===== config.mk =====
export PLATFORM = sky130hd
export DESIGN_NAME = hlcv_div
export DESIGN_NICKNAME = d
export VERILOG_FILES = /design/src/rtl/core/assert_macros.svh /design/src/rtl/core/hlcv_pkg.sv /design/src/rtl/core/hlcv_div.sv
export SDC_FILE = /design/constraint.sdc
export NUM_CORES = 2
export LEC_CHECK = 0
export ABC_AREA = 0
export BUFFER_PORTS_ARGS = -buffer_cell sky130_fd_sc_hd__clkbuf_2
export CORE_MARGIN = 10
export CORE_UTILIZATION = 30
export CTS_CLUSTER_DIAMETER = 150
export DETAILED_ROUTE_END_ITERATION = 12
export SYNTH_ARGS = -nofsm -noshare
export SYNTH_HDL_FRONTEND = slang
export SYNTH_MEMORY_MAX_BITS = 65536
export SYNTH_SLANG_ARGS = --single-unit

===== constraint.sdc =====
create_clock -name clk -period 3.6 [get_ports clk]
set_input_delay 0.18 -clock clk [delete_from_list [all_inputs] [get_ports clk]]
set_output_delay 0.18 -clock clk [all_outputs]
set_load 0.01 [all_outputs]

===== src/rtl/core/assert_macros.svh =====
// Assertion helper macros for the line clip / viewport core.
// Included by modules that carry concurrent checks; expects a clk and rst in scope.
`ifndef ASSERT_MACROS_SVH
`define ASSERT_MACROS_SVH

// Check sampled on clk, muted while rst is high.
`define ASSERT_CLK(label, prop, msg) \
  label: assert property (@(posedge clk) disable iff (rst) prop) else $error(msg);

// Check sampled on clk, also active during reset.
`define ASSERT_ALWAYS(label, prop, msg) \
  label: assert property (@(posedge clk) prop) else $error(msg);

`endif


===== src/rtl/core/hlcv_pkg.sv =====
// Shared types, constants and helper functions for the line clip / viewport core.
// No dependencies; used by hlcv_div and homogeneous_line_clip_viewport_unit.
`timescale 1ns / 1ps

package hlcv_pkg;

  localparam int FRAC_BITS = 16;
  localparam int QUO_W     = 32;
  localparam int NUM_W     = 33;
  localparam int DEN_W     = 34;
  localparam int DIV_LAT   = QUO_W + 1;
  localparam int CLIP_LAT  = DIV_LAT + 6;
  localparam int PIPE_DEPTH = 2 * CLIP_LAT + DIV_LAT + 4;
  localparam int DEP_W     = 25;

  localparam int CFG_IDX_W  = 2;
  localparam int CFG_DATA_W = 17;

  localparam logic [CFG_IDX_W-1:0] REG_VP_WIDTH  = 2'd0;
  localparam logic [CFG_IDX_W-1:0] REG_VP_HEIGHT = 2'd1;
  localparam logic [CFG_IDX_W-1:0] REG_DEPTH_MIN = 2'd2;
  localparam logic [CFG_IDX_W-1:0] REG_DEPTH_MAX = 2'd3;

  localparam logic [13:0] VP_WIDTH_RST  = 14'd640;
  localparam logic [13:0] VP_HEIGHT_RST = 14'd480;
  localparam logic [16:0] DEPTH_MIN_RST = 17'd0;
  localparam logic [16:0] DEPTH_MAX_RST = 17'd65536;

  localparam logic [30:0] T_MAX = 31'h7FFF_FFFF;

  // crossing factor kind per axis
  typedef enum logic [1:0] {
    XC_NONE,
    XC_MAX,
    XC_DIV
  } xcls_t;

  typedef struct packed {
    logic signed [31:0] a_x;
    logic signed [31:0] a_y;
    logic signed [31:0] a_z;
    logic signed [31:0] a_w;
    logic        [31:0] a_color;
    logic signed [31:0] b_x;
    logic signed [31:0] b_y;
    logic signed [31:0] b_z;
    logic signed [31:0] b_w;
    logic        [31:0] b_color;
  } line_in_t;

  typedef struct packed {
    logic               accepted;
    logic signed [31:0] sa_x;
    logic signed [31:0] sa_y;
    logic signed [31:0] sa_z;
    logic        [31:0] sa_color;
    logic signed [31:0] sb_x;
    logic signed [31:0] sb_y;
    logic signed [31:0] sb_z;
    logic        [31:0] sb_color;
  } line_out_t;

  // p[0..3] = x, y, z, w
  typedef struct packed {
    logic [3:0][31:0] p;
    logic [31:0]      col;
  } vtx_t;

  // v is clipped toward o
  typedef struct packed {
    vtx_t v;
    vtx_t o;
  } vpair_t;

  typedef struct packed {
    vpair_t           pr;
    logic [3:0][32:0] dir;
    xcls_t [2:0]      cls;
  } clip_sb_t;

  typedef struct packed {
    logic             rej;
    logic [5:0]       neg;
    logic [1:0][31:0] col;
  } map_sb_t;

  function automatic logic [31:0] sat32(input logic signed [65:0] v);
    logic [31:0] r;
    if (v > 66'sd2147483647) begin
      r = 32'h7FFF_FFFF;
    end else if (v < -66'sd2147483648) begin
      r = 32'h8000_0000;
    end else begin
      r = v[31:0];
    end
    return r;
  endfunction

  // Q1.16 depth register to FRAC_BITS fraction bits, floor
  function automatic logic [DEP_W-1:0] depth_fx(input logic [16:0] d);
    logic [DEP_W-1:0] r;
    if (FRAC_BITS >= 16) begin
      r = DEP_W'(d) << (FRAC_BITS - 16);
    end else begin
      r = DEP_W'(d) >> (16 - FRAC_BITS);
    end
    return r;
  endfunction

endpackage


===== src/rtl/core/hlcv_div.sv =====
// Pipelined unsigned fixed-point divider: (num << FRAC_BITS) / den, one quotient bit per stage.
// Depends on hlcv_pkg for widths; every stage advances only on en.
`timescale 1ns / 1ps

module hlcv_div (
  input  logic                         clk,
  input  logic                         en,
  input  logic [hlcv_pkg::NUM_W-1:0]   num,
  input  logic [hlcv_pkg::DEN_W-1:0]   den,
  output logic [hlcv_pkg::QUO_W-1:0]   quo,
  output logic                         ovf
);

  localparam int X_W   = hlcv_pkg::NUM_W + hlcv_pkg::FRAC_BITS;
  localparam int CMP_W = hlcv_pkg::DEN_W + hlcv_pkg::QUO_W;
  localparam int QW    = hlcv_pkg::QUO_W;
  localparam int DW    = hlcv_pkg::DEN_W;

  logic [X_W-1:0] x;
  logic           ovf_in;

  logic [DW-1:0] rem [QW+1];
  logic [QW-1:0] lo  [QW+1];
  logic [QW-1:0] q   [QW+1];
  logic [DW-1:0] dv  [QW+1];
  logic          of  [QW+1];

  assign x = X_W'(num) << hlcv_pkg::FRAC_BITS;
  // quotient would not fit in QW bits
  assign ovf_in = CMP_W'(x) >= (CMP_W'(den) << QW);

  always_ff @(posedge clk) begin
    if (en) begin
      rem[0] <= DW'(x >> QW);
      lo[0]  <= x[QW-1:0];
      q[0]   <= '0;
      dv[0]  <= den;
      of[0]  <= ovf_in;
    end
  end

  for (genvar j = 0; j < QW; j++) begin : g_step
    logic [DW+1:0] diff;
    logic          ge;

    assign diff = {1'b0, rem[j], lo[j][QW-1]} - {2'b00, dv[j]};
    assign ge   = ~diff[DW+1];

    always_ff @(posedge clk) begin
      if (en) begin
        rem[j+1] <= ge ? diff[DW-1:0] : {rem[j][DW-2:0], lo[j][QW-1]};
        lo[j+1]  <= {lo[j][QW-2:0], 1'b0};
        q[j+1]   <= {q[j][QW-2:0], ge};
        dv[j+1]  <= dv[j];
        of[j+1]  <= of[j];
      end
    end
  end

  assign quo = q[QW];
  assign ovf = of[QW];

endmodule


==> metrics list <==
* Clock buffer count from CTS: around 340
* Synth top area share: 56.7%
- Cell area power density: 900 nW/um2
- Mapped Avg Cell Area: 11.8 um2
* Clock transition time at the flip-flop clock pins of the worst setup and hold paths: 0.05 ns
- WL/cell: 16.5 um
- Clock tree from TritonCTS: done
* Total number of nets in the final design: 15,864
- For the pin with the worst max-slew slack, the measured transition is 0.915 ns.
- Combinational Power Share: approximately half
- Maximum net fanout on the critical path: 7
* Async S/R FF share, synth: 0%
* Relative max-transition margin: 39.0%
* Post-detail-place hpwl: 252 mm
- Yosys mapped a number of flops with a built-in enable equal to 2,856.
- The H-tree generated during clock tree synthesis spans 5 levels.
- Power share of the clock group: 20.1%
* Unrepaired setup endpoints after global routing: yes
* Fraction of power consumed by sequential logic: 31.4%
* Worst endpoint data arrival time: 4.54 ns
* I/O pin total: 102
- Via count of the first global-routing pass: 103,441
- Max Clock Skew: ~0.091 ns
* Seq cells post-synth: ~2,900
- For this run, the number of Yosys warnings is 0.
- After synthesis, flip-flops and latches occupy 56.7% of the total area.
- At the end of routability-driven placement, the weighted congestion stood at 0.939.
- Leakage Power: between 0.07 and 0.08 uW
- Via count: 102,022
- Wire length of the first global-routing pass: between 500 and 600 mm
- Area inside the core boundary: 502,000 um2
* Final core area utilization: 37.5%
- The worst path in the final design needs a cycle of 3.84 ns, including I/O delays and setup.
- Count of nets left with antenna violations after detail routing: 0
* Switching part of the total power: 35.6%
* Layout area overhead: 24.5%
* Largest vdd supply drop: 463 uV
* CP Launch Type: flop
* Global Route Usage Sum: 12.7%
* Grt ovf: 0
- Die extent in x: 730 um
- Cell types with the largest area share after synthesis: sky130_fd_sc_hd__edfxtp_1 (57%), sky130_fd_sc_hd__ha_1 (8.9%), sky130_fd_sc_hd__a21oi_1 (3.6%)
- The floorplan has 260 rows.
- Average vias per placed instance: 4.71
- Based on the critical path, the design can be clocked at up to about 260 MHz.
- For this design the total switching power over the nets is roughly 60,000 uW.
* Sink count of the clock tree: 2,856
* Initial standard-cell utilization of the core: around 30%
- Counting every instance in the synthesized netlist gives 12,829.
- Entering global routing, the biggest net connects slightly above 90 pins.
- Class of the worst hold path: primary input to flop
- Layout cells sized above 1: 20.6%
* R2r setup slk: -0.24 ns
- Insertion delay to the later sink of the worst-skew pair: 0.96 ns
* Count of input and output buffers: 101
- The critical path in this run is classified as flop to flop.
- Worst Setup End Kind: flop
* Worst-case clock buffer depth: 4
* DIE HEIGHT: 730 um
* Number of search-and-repair iterations in the first detailed-routing pass: 6
- Cell internal pwr: around 110,000 uW
- Across all setup checks in the final design, the least slack found is -0.239 ns.
* Clock root buffer: sky130_fd_sc_hd__clkbuf_16
- The final count of hold timing violations came to 0.
* Share of the cycle needed by the critical path after routing: 107%
- The max-slew violation count was 0.
- The first routing iteration left around 5,200 violations.
- For this run, design rule violations remaining after detail routing come to 0.
* Most area-hungry cell type in the Yosys netlist: sky130_fd_sc_hd__edfxtp_1
* Final setup violation count: 38
* Drt total wl: around 360 mm
- Max-cap check violation count: 0
* Number of antenna violations at the first check in global routing: 6
- Die Area: 533,000 um2
- STA puts the critical path data required time at roughly 4.3 ns.
- Syn Std Cell Area: 151,000 um2
- Violated checks: setup timing
- The run finished, with violations left.
- Among all flip-flop cells after synthesis, the most frequent one is sky130_fd_sc_hd__edfxtp_1.
* Netlist cell types: 95
* Setup tns final: -5.68 ns
==> synthesized netlist by cell type, types with 62 or more instances <==
library cell,n
sky130_fd_sc_hd__edfxtp_1,2856
sky130_fd_sc_hd__inv_1,1358
sky130_fd_sc_hd__a21oi_1,1088
sky130_fd_sc_hd__ha_1,1073
sky130_fd_sc_hd__nand2_1,831
sky130_fd_sc_hd__o21ai_0,774
sky130_fd_sc_hd__nor2_1,745
sky130_fd_sc_hd__a21o_1,564
sky130_fd_sc_hd__xnor2_1,540
sky130_fd_sc_hd__mux2_2,378
sky130_fd_sc_hd__xor2_1,321
sky130_fd_sc_hd__clkbuf_1,194
sky130_fd_sc_hd__nand3_1,183
sky130_fd_sc_hd__nor2b_1,159
sky130_fd_sc_hd__nand2b_1,134
sky130_fd_sc_hd__o21a_1,131
sky130_fd_sc_hd__a31oi_1,120
sky130_fd_sc_hd__nor3_1,118
sky130_fd_sc_hd__o21bai_1,116
sky130_fd_sc_hd__nand4_1,100
sky130_fd_sc_hd__and3_1,90
sky130_fd_sc_hd__a211oi_1,80
sky130_fd_sc_hd__o31ai_1,62
==> power groups by stage <==
stage | clock [uW] | sequential (uW) | combinational (uW)
after floorplan | 0 | 51500 | 50400
after global placement | 0 | 53800 | 71800
after detailed placement | 0 | 53800 | 72600
after CTS | 35300 | 53200 | 78600
after global routing | 36600 | 54000 | 90400
final | 34100 | 53200 | 82200
==> layer usage <==
layer | GRT usage, % | wire, um
met1 | 13.5 | 136000
met2 | 24.4 | 189000
met3 | 1.50 | 11200
met4 | 6.60 | 21300
met5 | 0 | 0
==> area by class of cell <==
cell class / instances / area [um2]
fillers: 47781 / 314000
flip-flops and latches: 2856 / 85800
multi-input cells: 8340 / 62400
repair buffers: 1795 / 15700
clock buffers: 413 / 8950
well taps: 6681 / 8360
inverters: 1359 / 5100
clock inverters: 202 / 2040
diodes: 2 / 5.00
==> placed cells by master (no fill, tap or decap), types with 65 or more instances in the layout <==
cell type	netlist	routed
sky130_fd_sc_hd__nand2b_1	134	133
sky130_fd_sc_hd__edfxtp_1	2856	2856
sky130_fd_sc_hd__a31oi_1	120	105
sky130_fd_sc_hd__a21oi_2	2	68
sky130_fd_sc_hd__o21ai_1	17	86
sky130_fd_sc_hd__clkbuf_1	194	65
sky130_fd_sc_hd__a21oi_1	1088	1008
sky130_fd_sc_hd__clkbuf_2	0	100
sky130_fd_sc_hd__a21o_1	564	562
sky130_fd_sc_hd__inv_1	1358	1331
sky130_fd_sc_hd__nand3_1	183	173
sky130_fd_sc_hd__nor2b_1	159	148
sky130_fd_sc_hd__mux2_2	378	337
sky130_fd_sc_hd__o21ai_0	774	648
sky130_fd_sc_hd__nor2_1	745	721
sky130_fd_sc_hd__and3_1	90	90
sky130_fd_sc_hd__nand4_1	100	100
sky130_fd_sc_hd__nor3_1	118	111
sky130_fd_sc_hd__ha_1	1073	1023
sky130_fd_sc_hd__clkbuf_16	0	366
sky130_fd_sc_hd__buf_4	10	1389
sky130_fd_sc_hd__nand2_1	831	826
sky130_fd_sc_hd__o21bai_1	116	111
sky130_fd_sc_hd__dlygate4sd3_1	0	128
sky130_fd_sc_hd__buf_12	0	76
sky130_fd_sc_hd__xor2_1	321	321
sky130_fd_sc_hd__o21a_1	131	127
sky130_fd_sc_hd__xnor2_1	540	540
sky130_fd_sc_hd__clkinv_1	1	72
==> kinds of logic after synthesis <==
| kind of cell | count (synthesis) | share of synthesized area, % |
|---|---|---|
| fa+ha+maj | 1104 | 9.29 |
| compound gates | 3363 | 13.9 |
| buf+inv | 1640 | 4.15 |
| xor+xnor | 861 | 4.99 |
| flops | 2856 | 56.7 |
| simple gates | 2603 | 8.01 |
| mux | 401 | 3.00 |
| other cells | 1 | 0.00248 |
==> timing repair <==
action / 4_1_cts / 5_1_grt
setup endpoints to repair: 774 / 869
cloned: 35 / 21
pin swaps: 154 / 299
hold endpoints to repair: 127 / 0
hold buffers: 128 / 0
resized for setup: 387 / 457
buffers inserted: 119 / 121
==> sequential cells by signal (all words and copies together), names as in the netlist <==
register / count
dv: 1088
rem: 1071
q: 528
lo: 136
of: 33
==> worst max-delay path, stage by stage (launching register included) <==
cell                       delay, ns
sky130_fd_sc_hd__edfxtp_1       0.39
sky130_fd_sc_hd__ha_2           0.19
sky130_fd_sc_hd__or3_4          0.39
sky130_fd_sc_hd__o311a_4        0.39
sky130_fd_sc_hd__a221o_1        0.43
sky130_fd_sc_hd__a31oi_4        0.24
sky130_fd_sc_hd__a31oi_4        0.15
sky130_fd_sc_hd__a221oi_4       0.38
sky130_fd_sc_hd__o31ai_4        0.10
sky130_fd_sc_hd__a211o_4        0.36
sky130_fd_sc_hd__buf_12         0.16
sky130_fd_sc_hd__buf_16         0.15
sky130_fd_sc_hd__buf_8          0.13
sky130_fd_sc_hd__nor2_4         0.07
sky130_fd_sc_hd__a21oi_2        0.03
==> final timing paths <==
path	from	end	depth (start not counted)
setup / recovery	rem[0][887]$_DFFE_PP_	rem[0][939]$_DFFE_PP_	14
hold / removal	num[7]	lo[0][22]$_DFFE_PP_	2
setup reg to reg	rem[0][887]$_DFFE_PP_	rem[0][939]$_DFFE_PP_	14
hold reg to reg	dv[0][1052]$_DFFE_PP_	dv[0][1086]$_DFFE_PP_	0
==> stage by stage <==
stage               power (uW)  std cells  hold slack (ns)  setup slack [ns]  instance area [um2]
floorplan               102000      12836            0.279           -0.0216               151000
global placement        126000      20636            0.371             -1.24               170000
finish                  170000      21648           0.0826            -0.239               188000
global route            181000      21648           0.0339            -0.339               188000
detailed placement      126000      20636            0.372            -0.998               170000
CTS                     167000      21526           0.0119            -0.214               185000
Note: power is estimated with default switching activity, not from simulation.
